<file path="src/rtl/core/lcs_pkg.sv">
package lcs_pkg;

    localparam int NUM_LEDS = 16;
    localparam int LED_W    = (NUM_LEDS > 1) ? $clog2(NUM_LEDS) : 1;
    localparam int ROW_W    = 24;

    // Command codes
    localparam logic [1:0] CMD_SET   = 2'd1;
    localparam logic [1:0] CMD_START = 2'd2;

    // Byte position inside one LED row, in transmit order
    localparam logic [1:0] SUB_GREEN = 2'd0;
    localparam logic [1:0] SUB_RED   = 2'd1;
    localparam logic [1:0] SUB_BLUE  = 2'd2;

    // Configuration register indexes
    localparam logic [1:0] REG_BRIGHTNESS = 2'd0;
    localparam logic [1:0] REG_BIT_PERIOD = 2'd1;
    localparam logic [1:0] REG_ZERO_HIGH  = 2'd2;
    localparam logic [1:0] REG_ONE_HIGH   = 2'd3;

    typedef struct packed {
        logic [7:0] blue;
        logic [7:0] green;
        logic [7:0] red;
        logic [3:0] pixel;
        logic [1:0] cmd;
    } item_t;

    typedef struct packed {
        logic [7:0] brightness;
        logic [7:0] bit_period;
        logic [7:0] zero_high;
        logic [7:0] one_high;
    } cfg_t;

    typedef struct packed {
        logic             valid;
        logic [LED_W-1:0] row;
        logic [7:0]       red;
        logic [7:0]       green;
        logic [7:0]       blue;
    } set_req_t;

    typedef struct packed {
        logic line_level;
        logic busy_res;
        logic frame_done;
        logic rejected;
    } res_t;

    // Row layout: green in the low byte, then red, then blue
    function automatic logic [7:0] row_byte(input logic [ROW_W-1:0] row,
                                            input logic [1:0] sub);
        logic [7:0] b;
        case (sub)
            SUB_GREEN: b = row[7:0];
            SUB_RED:   b = row[15:8];
            SUB_BLUE:  b = row[23:16];
            default:   b = '0;
        endcase
        return b;
    endfunction

    function automatic logic [7:0] scale(input logic [7:0] c, input logic [7:0] k);
        logic [15:0] p;
        p = 16'(c) * 16'(k);
        return p[15:8];
    endfunction

endpackage

</file>
<file path="src/rtl/core/lcs_ram.sv">
module lcs_ram #(
    parameter int WIDTH = 8,
    parameter int DEPTH = 16
) (
    input  logic                                         clk,
    input  logic                                         we,
    input  logic [((DEPTH > 1) ? $clog2(DEPTH) : 1)-1:0] waddr,
    input  logic [WIDTH-1:0]                             wdata,
    input  logic [((DEPTH > 1) ? $clog2(DEPTH) : 1)-1:0] raddr,
    output logic [WIDTH-1:0]                             rdata
);
    logic [WIDTH-1:0] mem [DEPTH];
    logic [WIDTH-1:0] rdata_reg;

    always_ff @(posedge clk)
    begin
        if (we)
        begin
            mem[waddr] <= wdata;
        end
        rdata_reg <= mem[raddr];
    end

    assign rdata = rdata_reg;

endmodule

</file>
<file path="src/rtl/core/lcs_store.sv">
module lcs_store (
    input  logic                      clk,
    input  logic                      rst_n,
    input  lcs_pkg::set_req_t         set_req,
    input  logic [7:0]                brightness,
    input  logic [lcs_pkg::LED_W-1:0] rd_row,
    output logic [lcs_pkg::ROW_W-1:0] cur_row
);
    import lcs_pkg::*;

    // Write stage: scaled colours are registered here before they land in the RAM
    logic             wr_valid_reg;
    logic [LED_W-1:0] wr_row_reg;
    logic [ROW_W-1:0] wr_data_reg;

    logic [NUM_LEDS-1:0] row_valid_reg;

    // Read side bookkeeping, aligned with the registered RAM output
    logic             fwd_hit_reg;
    logic [ROW_W-1:0] fwd_data_reg;
    logic             rvalid_reg;
    logic [LED_W-1:0] raddr_q_reg;

    logic [ROW_W-1:0] ram_q;
    logic [ROW_W-1:0] row_data;
    logic             fwd_hit;

    lcs_ram #(
        .WIDTH(ROW_W),
        .DEPTH(NUM_LEDS)
    ) u_ram (
        .clk  (clk),
        .we   (wr_valid_reg),
        .waddr(wr_row_reg),
        .wdata(wr_data_reg),
        .raddr(rd_row),
        .rdata(ram_q)
    );

    assign fwd_hit = wr_valid_reg && (wr_row_reg == rd_row);

    always_ff @(posedge clk or negedge rst_n)
    begin
        if (!rst_n)
        begin
            wr_valid_reg  <= 1'b0;
            row_valid_reg <= '0;
            fwd_hit_reg   <= 1'b0;
            rvalid_reg    <= 1'b0;
            raddr_q_reg   <= '0;
        end
        else
        begin
            wr_valid_reg <= set_req.valid;
            if (wr_valid_reg)
            begin
                row_valid_reg[wr_row_reg] <= 1'b1;
            end
            fwd_hit_reg <= fwd_hit;
            rvalid_reg  <= row_valid_reg[rd_row] || fwd_hit;
            raddr_q_reg <= rd_row;
        end
    end

    always_ff @(posedge clk)
    begin
        wr_row_reg   <= set_req.row;
        wr_data_reg  <= {scale(set_req.blue, brightness),
                         scale(set_req.red, brightness),
                         scale(set_req.green, brightness)};
        fwd_data_reg <= wr_data_reg;
    end

    // Never-written rows read as zero; the write in flight wins over the RAM
    always_comb
    begin
        if (fwd_hit_reg)
        begin
            row_data = fwd_data_reg;
        end
        else if (rvalid_reg)
        begin
            row_data = ram_q;
        end
        else
        begin
            row_data = '0;
        end
    end

    assign cur_row = (wr_valid_reg && (wr_row_reg == raddr_q_reg)) ? wr_data_reg : row_data;

endmodule

</file>
<file path="src/rtl/core/lcs_wave.sv">
module lcs_wave (
    input  logic                      clk,
    input  logic                      rst_n,
    input  logic                      step,
    input  lcs_pkg::item_t            item,
    input  lcs_pkg::cfg_t             cfg,
    input  logic [lcs_pkg::ROW_W-1:0] cur_row,
    output lcs_pkg::res_t             res,
    output lcs_pkg::set_req_t         set_req,
    output logic [lcs_pkg::LED_W-1:0] rd_row,
    output logic                      sending
);
    import lcs_pkg::*;

    logic             sending_reg, sending_next;
    logic [LED_W-1:0] row_reg, row_next;
    logic [1:0]       sub_reg, sub_next;
    logic [2:0]       bit_reg, bit_next;
    logic [7:0]       tick_reg, tick_next;
    logic [7:0]       shift_reg, shift_next;

    logic             start;
    logic             run;
    logic [LED_W-1:0] row_inc;
    logic [LED_W-1:0] e_row;
    logic [1:0]       e_sub;
    logic [2:0]       e_bit;
    logic [7:0]       e_tick;
    logic [7:0]       e_shift;
    logic [7:0]       high;
    logic             bit_end;
    logic             last_byte;
    logic [1:0]       n_sub;
    logic [LED_W-1:0] n_row;

    // Wrap to row 0 after the last LED so the prefetch is ready for the next frame
    assign row_inc = (row_reg == LED_W'(NUM_LEDS - 1)) ? '0 : row_reg + LED_W'(1);
    // Prefetch the row that holds the next byte to send
    assign rd_row  = (sub_reg == SUB_BLUE) ? row_inc : row_reg;

    assign start = step && !sending_reg && (item.cmd == CMD_START);
    assign run   = step && (sending_reg || start);

    assign e_row   = start ? '0 : row_reg;
    assign e_sub   = start ? SUB_GREEN : sub_reg;
    assign e_bit   = start ? '0 : bit_reg;
    assign e_tick  = start ? '0 : tick_reg;
    assign e_shift = start ? row_byte(cur_row, SUB_GREEN) : shift_reg;

    assign high      = e_shift[7] ? cfg.one_high : cfg.zero_high;
    assign bit_end   = ({1'b0, e_tick} + 9'd1) >= {1'b0, cfg.bit_period};
    assign last_byte = (e_row == LED_W'(NUM_LEDS - 1)) && (e_sub == SUB_BLUE);
    assign n_sub     = (e_sub == SUB_BLUE) ? SUB_GREEN : e_sub + 2'd1;
    assign n_row     = (e_sub == SUB_BLUE) ? row_inc : e_row;

    always_comb
    begin
        sending_next = sending_reg;
        row_next     = row_reg;
        sub_next     = sub_reg;
        bit_next     = bit_reg;
        tick_next    = tick_reg;
        shift_next   = shift_reg;
        res          = '0;
        if (run)
        begin
            res.busy_res   = 1'b1;
            res.line_level = e_tick < high;
            res.rejected   = sending_reg && ((item.cmd == CMD_SET) || (item.cmd == CMD_START));
            sending_next   = 1'b1;
            row_next       = e_row;
            sub_next       = e_sub;
            bit_next       = e_bit;
            shift_next     = e_shift;
            if (bit_end)
            begin
                tick_next  = '0;
                shift_next = {e_shift[6:0], 1'b0};
                bit_next   = e_bit + 3'd1;
                if (e_bit == 3'd7)
                begin
                    if (last_byte)
                    begin
                        res.frame_done = 1'b1;
                        sending_next   = 1'b0;
                        row_next       = '0;
                        sub_next       = SUB_GREEN;
                        shift_next     = '0;
                    end
                    else
                    begin
                        row_next   = n_row;
                        sub_next   = n_sub;
                        shift_next = row_byte(cur_row, n_sub);
                    end
                end
            end
            else
            begin
                tick_next = e_tick + 8'd1;
            end
        end
    end

    always_ff @(posedge clk or negedge rst_n)
    begin
        if (!rst_n)
        begin
            sending_reg <= 1'b0;
            row_reg     <= '0;
            sub_reg     <= SUB_GREEN;
            bit_reg     <= '0;
            tick_reg    <= '0;
            shift_reg   <= '0;
        end
        else
        begin
            sending_reg <= sending_next;
            row_reg     <= row_next;
            sub_reg     <= sub_next;
            bit_reg     <= bit_next;
            tick_reg    <= tick_next;
            shift_reg   <= shift_next;
        end
    end

    // Drop set-pixel commands for LEDs past the end of the chain
    assign set_req.valid = step && !sending_reg && (item.cmd == CMD_SET)
                           && (int'(item.pixel) < NUM_LEDS);
    assign set_req.row   = LED_W'(item.pixel);
    assign set_req.red   = item.red;
    assign set_req.green = item.green;
    assign set_req.blue  = item.blue;

    assign sending = sending_reg;

endmodule

</file>
<file path="src/rtl/core/rgb_led_chain_serializer.sv">
// Channel   Dir  Handshake          Payload
// s_*       in   s_tvalid/s_tready  s_tdata: cmd, pixel, red, green, blue (one waveform tick)
// m_*       out  m_tvalid/m_tready  m_tdata: line_level, busy_res, rejected; m_tlast: frame_done
// cfg_*     in   cfg_we             cfg_addr selects register, cfg_wdata is the value
//
// One item per clock, back to back, while s_tready is high; every item gives exactly
// one result item. The pixel RAM is read one byte ahead of the serializer, so its
// registered read never stalls the waveform; a set-pixel write lands via a write register.
// Reset (rst_n, async, active low) clears control and per-LED valid flags; an LED
// row that was never written reads as zero, so there is no clearing pass.
// A two-entry output buffer keeps s_tready high while one result waits on m_tready.
module rgb_led_chain_serializer (
    input  logic        clk,
    input  logic        rst_n,
    input  logic        s_tvalid,
    output logic        s_tready,
    input  logic [31:0] s_tdata,   // [1:0] cmd, [5:2] pixel, [13:6] red, [21:14] green,
                                   // [29:22] blue, [31:30] zero
    output logic        m_tvalid,
    input  logic        m_tready,
    output logic [7:0]  m_tdata,   // [0] line_level, [1] busy_res, [2] rejected, [7:3] zero
    output logic        m_tlast,   // frame_done
    input  logic        cfg_we,
    input  logic [1:0]  cfg_addr,
    input  logic [7:0]  cfg_wdata
);
    import lcs_pkg::*;

    cfg_t             cfg_reg;
    item_t            item;
    res_t             res;
    set_req_t         set_req;
    logic [LED_W-1:0] rd_row;
    logic [ROW_W-1:0] cur_row;
    logic             sending;
    logic             step;
    logic             pop;

    // Output buffer: main entry drives the port, skid entry catches one more item
    logic main_valid_reg;
    logic skid_valid_reg;
    res_t main_reg;
    res_t skid_reg;

    assign item = item_t'(s_tdata[29:0]);

    // Configuration registers; an index is taken as it comes
    always_ff @(posedge clk or negedge rst_n)
    begin
        if (!rst_n)
        begin
            cfg_reg.brightness <= 8'd100;
            cfg_reg.bit_period <= 8'd20;
            cfg_reg.zero_high  <= 8'd5;
            cfg_reg.one_high   <= 8'd13;
        end
        else if (cfg_we)
        begin
            unique case (cfg_addr)
                REG_BRIGHTNESS: cfg_reg.brightness <= cfg_wdata;
                REG_BIT_PERIOD: cfg_reg.bit_period <= cfg_wdata;
                REG_ZERO_HIGH:  cfg_reg.zero_high  <= cfg_wdata;
                REG_ONE_HIGH:   cfg_reg.one_high   <= cfg_wdata;
            endcase
        end
    end

    assign s_tready = !skid_valid_reg;
    assign step     = s_tvalid && s_tready;
    assign pop      = main_valid_reg && m_tready;

    lcs_wave u_wave (
        .clk    (clk),
        .rst_n  (rst_n),
        .step   (step),
        .item   (item),
        .cfg    (cfg_reg),
        .cur_row(cur_row),
        .res    (res),
        .set_req(set_req),
        .rd_row (rd_row),
        .sending(sending)
    );

    lcs_store u_store (
        .clk       (clk),
        .rst_n     (rst_n),
        .set_req   (set_req),
        .brightness(cfg_reg.brightness),
        .rd_row    (rd_row),
        .cur_row   (cur_row)
    );

    // Advance the output buffer: refill main from skid, park new items in skid when full
    always_ff @(posedge clk or negedge rst_n)
    begin
        if (!rst_n)
        begin
            main_valid_reg <= 1'b0;
            skid_valid_reg <= 1'b0;
        end
        else if (pop)
        begin
            if (skid_valid_reg)
            begin
                skid_valid_reg <= step;
            end
            else
            begin
                main_valid_reg <= step;
            end
        end
        else if (step)
        begin
            if (main_valid_reg)
            begin
                skid_valid_reg <= 1'b1;
            end
            else
            begin
                main_valid_reg <= 1'b1;
            end
        end
    end

    always_ff @(posedge clk)
    begin
        if (pop)
        begin
            if (skid_valid_reg)
            begin
                main_reg <= skid_reg;
                if (step)
                begin
                    skid_reg <= res;
                end
            end
            else if (step)
            begin
                main_reg <= res;
            end
        end
        else if (step)
        begin
            if (main_valid_reg)
            begin
                skid_reg <= res;
            end
            else
            begin
                main_reg <= res;
            end
        end
    end

    assign m_tvalid = main_valid_reg;
    assign m_tdata  = {5'd0, main_reg.rejected, main_reg.busy_res, main_reg.line_level};
    assign m_tlast  = main_reg.frame_done;

    // A pixel write never starts while a frame is on the line
    a_no_set_while_sending: assert property (@(posedge clk) disable iff (!rst_n)
        set_req.valid |-> !sending)
        else $error("set-pixel write issued during frame");

    // The skid entry is only ever occupied behind a full main entry
    a_skid_behind_main: assert property (@(posedge clk) disable iff (!rst_n)
        skid_valid_reg |-> main_valid_reg)
        else $error("skid entry valid with main entry empty");

    // A frame ends only on a busy tick, and the engine is idle right after it
    a_done_ends_frame: assert property (@(posedge clk) disable iff (!rst_n)
        (step && res.frame_done) |-> (res.busy_res ##1 !sending))
        else $error("frame_done without frame ending");

    // Rejection is only reported for ticks that carry waveform
    a_reject_busy: assert property (@(posedge clk) disable iff (!rst_n)
        (step && res.rejected) |-> (res.busy_res && sending))
        else $error("rejected flagged while idle");

endmodule

</file>
<file path="config.mk">
export PLATFORM = sky130hd
export DESIGN_NAME = rgb_led_chain_serializer
export DESIGN_NICKNAME = d
export VERILOG_FILES = /design/src/rtl/core/lcs_pkg.sv /design/src/rtl/core/lcs_ram.sv /design/src/rtl/core/lcs_store.sv /design/src/rtl/core/lcs_wave.sv /design/src/rtl/core/rgb_led_chain_serializer.sv
export SDC_FILE = /design/constraint.sdc
export NUM_CORES = 1
export LEC_CHECK = 0
export BUFFER_PORTS_ARGS = -buffer_cell sky130_fd_sc_hd__buf_2
export CAP_MARGIN = 20
export CORE_MARGIN = 2
export CORE_UTILIZATION = 45
export DETAILED_ROUTE_END_ITERATION = 6
export SLEW_MARGIN = 20
export SYNTH_ARGS = -nofsm -noshare
export SYNTH_HDL_FRONTEND = slang
export SYNTH_SLANG_ARGS = --single-unit
</file>
<file path="constraint.sdc">
create_clock -name clk -period 4.31 [get_ports clk]
set_input_delay 0.862 -clock clk [delete_from_list [all_inputs] [get_ports clk]]
set_output_delay 0.862 -clock clk [all_outputs]
set_load 0.03 [all_outputs]
</file>
==> After elaboration in Yosys (flattened, before gate mapping) <==
Memory sizes are Yosys's and may differ from the RTL's. A register that Yosys moved wholly into a read port is not among the register bits.
Cells that the tools add are included.
{ "classes": {"n_addsub": 5, "n_mul": 3, "magnitude_cmp": 5, "eq_ne": 18, "muxes": 54, "bitwise": 1, "n_reduce_logical": 29} }
{ "op_table": {"columns": ["cell", "n"], "rows": [
  ["$mux W24", 3],
  ["$mux W4", 17],
  ["$mux W8", 7],
  ["$mul A8 B8 Y16", 3],
  ["$pmux W8 S3", 1],
  ["$mux W1", 17],
  ["$or A16 B16 Y16", 1],
  ["$eq A2 B2 Y1 const B", 6],
  ["$reduce_and A2 Y1", 6],
  ["$logic_and A1 B1 Y1", 11],
  ["$lt A4 B5 Y1 const B", 2],
  ["$mux W2", 5],
  ["$add A8 B1 Y9 const B", 1],
  ["$ge A9 B8 Y1", 1],
  ["$add A8 B1 Y8 const B", 1],
  ["$eq A4 B4 Y1", 2],
  ["$eq A4 B4 Y1 const B", 2],
  ["$lt A8 B8 Y1", 1],
  ["$eq A2 B1 Y1 const B", 3],
  ["$mux W3", 2],
  ["$reduce_bool A2 Y1", 3],
  ["$add A4 B1 Y4 const B", 1],
  ["$bmux W1 S4", 1],
  ["$demux W1 S4", 1],
  ["other kinds (11)", 17]
]} }
{ "word_totals": {"regBits": 143, "ram_bits": 384, "in_bits": 47, "n_memories": 1} }
{ "memory_table": {"columns": ["memory", "words", "word_bits", "rd", "rd_clocked_by_memory_dff", "wr", "line", "rtl"], "rows": [
  ["u_store.u_ram.mem", 16, 24, 1, 1, 1, "lcs_ram.sv:12", "logic [WIDTH-1:0] mem [DEPTH];"]
]} }

==> Logic depth before layout (Yosys ltp) <==
{ "depth": {"word_depth": 14, "ltp_mapped": 20, "mapped_depth_nobuf": 17} }

==> By module <==
Synthesis repeated with hierarchy kept, for this count alone.
{ "unflattened": {"cells_unflattened": 1985, "area_unflattened_um2": 27747.9} }
{ "by_module_without_submodules": {"columns": ["module", "instances", "cells_per_inst", "area_per_inst_um2"], "rows": [
  ["lcs_ram", 1, 636, 14930.6],
  ["lcs_store", 1, 913, 8539.4],
  ["lcs_wave", 1, 336, 2615.0],
  ["rgb_led_chain_serializer", 1, 100, 1662.8]
]} }

==> Worst setup path before layout <==
OpenSTA, ideal clock, no wires.
{ "synth_timing": {"kind": "input -> register", "start": "input port s_tdata[12]", "end": "register u_store.wr_data_reg[14]", "setup_time_ns": 0.072, "arrival_ns": 4.499, "t_required_ns": 4.238, "path_slack_ns": -0.261, "stages": 14, "n_path_buf": 0, "path_cell_list": "and2_1 fa_1 fa_1 fa_1 inv_1 fa_1 inv_1 ha_1 a21o_1 a21oi_1 a31oi_1 a311o_1 a21oi_1 xnor2_1"} }
{ "synth_via": {"elab_chain_cells": 1} }
{ "synth_lines": {"columns": ["item", "line", "rtl"], "rows": [
  ["start, declared", "rgb_led_chain_serializer.sv:17", "input logic [31:0] s_tdata,"],
  ["$mul A8 B8 Y16", "lcs_pkg.sv:67", "p = 16'(c) * 16'(k);"],
  ["end signal, assigned", "lcs_store.sv:68", "wr_data_reg <= {scale(set_req.blue, brightness),"],
  ["end, declared", "lcs_store.sv:14", "logic [ROW_W-1:0] wr_data_reg;"]
]} }
No other way between the ends.
A chain may end at the register's enable or synchronous reset.

==> Final worst setup path <==
{ "layout_timing": {"start": "register, netlist name cfg_reg[30]", "end": "register u_store.wr_data_reg[14]"} }
{ "layout_via": {"elab_chain_cells": 1} }
{ "layout_lines": {"columns": ["item", "line"], "rows": [
  ["$mul A8 B8 Y16", "lcs_pkg.sv:67"]
]} }
No other way between the ends.

==> metrics <==
Ports=between 50 and 60; EDFF count, synth=roughly 390; most common flop cell mapped by yosys=edfxtp_1; Crit path max-delay family=adder cells; hold-fix buffers at CTS=0; post-synthesis mux area share=under 10%; # clock sinks=551; R2R Setup Slk=-0.06 ns; die area=around 63000 µm²; max layer used=met4; violated checks=negative setup slack; Critical Path AT=4.88 ns; final hold vios=0; Slew Limit Fails=0; syn_area_per_cell=12.25 µm²; Top cell by count, worst path=fa_1; fmax=229.0 MHz; fillers=just over 5000; Synth Area in Adders=between 10% and 20%; max cap viols=0; grt total ovfl=0; Final Power=0.01898 W; initial antenna violation count=1; kind of critical path=reg2reg; DP HPWL=approximately 42000 µm; RSZ-0062 raised after global routing=yes; num rows=90; asr flop ratio synth=between 15 and 20%; P&R area growth vs syn=15.78%; Largest register FFs=between 300 and 400; DRT iter0 DRCs=1230; Synth Area in Simple Gates=12.95%; slowest stage delay, CP=around 0.59 ns; Critical Path Sink Type=flip-flop; Fin Setup TNS=-0.05615 ns; Clock Power Share=27.0%; min cycle time layout=approximately 4.4 ns; Final Worst Setup Slack=-0.05615 ns; vias in the first global route=17980; clock skew=approximately 0.028 ns; number of port buffers=50; Synth Area in XOR/XNOR=between 1 and 1.5%; H-Tree Depth=2; register bit total from synthesis=between 500 and 600; reg2reg start=cfg_reg[30]; DRC=0; Worst setup SP type=flip-flop; Max FO, Critical Path=4; Num CTS Buffers=between 50 and 60; Sw Pwr=around 0.0060 W; Reg clk slew, reported paths=0.07 ns; Final ANT Viol Nets=0; Int Pwr=0.01295 W; wl on met1=slightly above 30000 µm; clock latency on the worst-skew pair=0.62 ns; Post-Route WL=approximately 70000 µm; worst rel slew slack=between 20% and 30%; clk buf depth=3; Worst R2R Path Depth=15; Final setup viols=1; Hold Path Class=in2async; largest net degree at the start of global routing=roughly 110; hold_ws=about 0.35 ns; dominant cells by area after synthesis=edfxtp_1 43%, fa_1 7.7%, dfrtp_1 6.6%; YS warnings=0; GRT Util Overall=21.88%; Post-Synthesis Cells=~2200; Combinational Power Share=around 34%; Leak=approximately 13 nW; share of layout cells above drive strength 1=17.13%; status=finished with violations; Compound-Gate Fraction of Synth Area=10.51%; slowest stage cell, crit path=dfstp_2; Worst VDD drop=approximately 350 µV; main combinational cell family by area after synthesis=adder cells; Flop pwr share=39.2%; Die H=around 250 µm; top cell type's share of synthesized area=between 40% and 50%; Avg WL per Cell=21.65 µm; Met2 Routed Length=around 34000 µm; Synth area leader=edfxtp_1; crit path cell chain=buf_4 > and2_1 > fa_1 > fa_1 > fa_1 > inv_1 > fa_1 > inv_1 > ha_4 > a21o_1 > a21oi_4 > a31oi_4 > a311o_1 > a21oi_2 > xnor2_1; GP Congestion=approximately 0.81; Seq/Total Area, Yosys=a little under three fifths; CTS tree=yes; met3 routed WL=between 3000 and 4000 µm; via/cell ratio=5.640; Final Core Density=between 50% and 60%; CTS root buf=clkbuf_16; switching part of the total power=31.76%; Core Area=about 60000 µm²; via count=18010; Die X=251.1 µm; initial core utilization=between 40 and 50%; Worst Path Buf+Inv=3; Worst-Margin Slew=1.129 ns; pwr/cell area=around 600 nW/µm²; Detailed Routing Iterations Pass 1=6; first-pass GRT wire length=around 110000 µm; synthesized cell area=27470 µm²; Cell variety after synth=72; Final #Nets=around 2600; reg2reg end=u_store.wr_data_reg[14]; worst path required time=about 4.8 ns; fraction of the cycle the final worst path needs=101.3%
-- routing by layer --
| layer | up-vias | track usage, % |
|---|---|---|
| met5 | - | 0 |
| met4 | 0 | 5.816 |
| met3 | 100 | 2.754 |
| met2 | 511 | 36.91 |
| met1 | 9070 | 30.01 |
| li1 | 8332 | - |
-- power groups by stage --
| stage | sequential, W | combinational (W) | clock (W) |
|---|---|---|---|
| after CTS | 0.00742 | 0.00609 | 0.00521 |
| after floorplan | 0.00725 | 0.00383 | 0 |
| after global routing | 0.00752 | 0.00722 | 0.00541 |
| final | 0.00743 | 0.00642 | 0.00512 |
| after global placement | 0.00748 | 0.00587 | 0 |
| after detailed placement | 0.00753 | 0.00599 | 0 |
-- worst reg2reg max path, cell delays in order (launching register included) --
cell and delay [ns]:
dfstp_2 0.59, buf_4 0.14, and2_1 0.14, fa_1 0.44, fa_1 0.47, fa_1 0.50
inv_1 0.05, fa_1 0.48, inv_1 0.06, ha_4 0.22, a21o_1 0.20, a21oi_4 0.18
a31oi_4 0.11, a311o_1 0.41, a21oi_2 0.16, xnor2_1 0.13
-- synthesized netlist by cell type (all sizes together) (10+ instances only) --
| cell | instances |
|---|---|
| edfxtp | 392 |
| nand2 | 299 |
| and2 | 163 |
| inv | 126 |
| ha | 120 |
| a31oi | 105 |
| fa | 105 |
| and3 | 100 |
| a211oi | 97 |
| clkbuf | 77 |
| dfxtp | 76 |
| dfrtp | 73 |
| a22oi | 50 |
| buf | 49 |
| nor2 | 44 |
| mux2 | 34 |
| a21oi | 31 |
| o21ai | 31 |
| xnor2 | 25 |
| nand3 | 20 |
| or2 | 19 |
| a22o | 17 |
| mux2i | 17 |
| o211ai | 15 |
| xor2 | 15 |
| a21o | 13 |
| a221o | 12 |
| nor3 | 12 |
| nor2b | 11 |
| dfstp | 10 |
-- placed cells by master (no fill, tap or decap), types with 25 or more instances in the layout --
cell type    n
and3_1      98
dfxtp_1     76
dfrtp_1     72
nor2_1      28
buf_2       49
nand2_1    294
edfxtp_1   392
a31oi_1    103
a22oi_1     50
a211oi_1    97
and2_1     156
ha_1       114
clkbuf_16   56
buf_4      121
mux2_2      34
inv_1      123
fa_1       103
o21ai_0     25
-- worst max-delay path by stage --
stage	startpoint	end	slack [ns]	cells after the start
floorplan	s_tdata[13]	u_store.wr_data_reg[14]	-0.08	14
global placement	s_tdata[10]	u_store.wr_data_reg[14]	-0.39	15
detailed placement	s_tdata[10]	u_store.wr_data_reg[14]	-0.40	15
CTS	cfg_reg[26]	u_store.wr_data_reg[6]	-0.005	15
global route	cfg_reg[26]	u_store.wr_data_reg[14]	-0.18	15
finish	cfg_reg[30]	u_store.wr_data_reg[14]	-0.06	15
-- stage by stage --
stage          area, µm²  setup slack (ns)  std cells
5_1_grt            31810           -0.1760       3193
6_report           31810          -0.05615       3194
4_1_cts            31550         -0.005244       3185
3_3_place_gp       29510           -0.3929       3079
3_5_place_dp       29540           -0.4030       3080
2_1_floorplan      27600          -0.07712       2247
-- cells by family after synthesis --
logic type / after synthesis
flops: 551
other cells: 1
fa+ha+maj: 225
compound gates: 410
mux: 55
buf+inv: 254
xor+xnor: 40
simple gates: 707
-- layout make-up --
type                       count  area, µm²  share of cell area, %
multi-input combinational   1442      11450                  35.99
clock inverter                25      396.6                  1.247
inverter                     128      485.5                  1.526
clock buffer                  77       1573                  4.944
tap                          782      978.4                  3.076
timing repair buffer         188       1540                  4.842
antenna                        1      2.502               0.007867
sequential                   551      15380                  48.36
-- timing repair --
item | 4_1_cts | 5_1_grt
buffers inserted | 3 | 5
pin swaps | 2 | 9
cloned | 0 | 1
resized for setup | 5 | 29
endpoints found under the setup margin | 5 | 15
No activity file was read; power rests on OpenSTA's default activity.
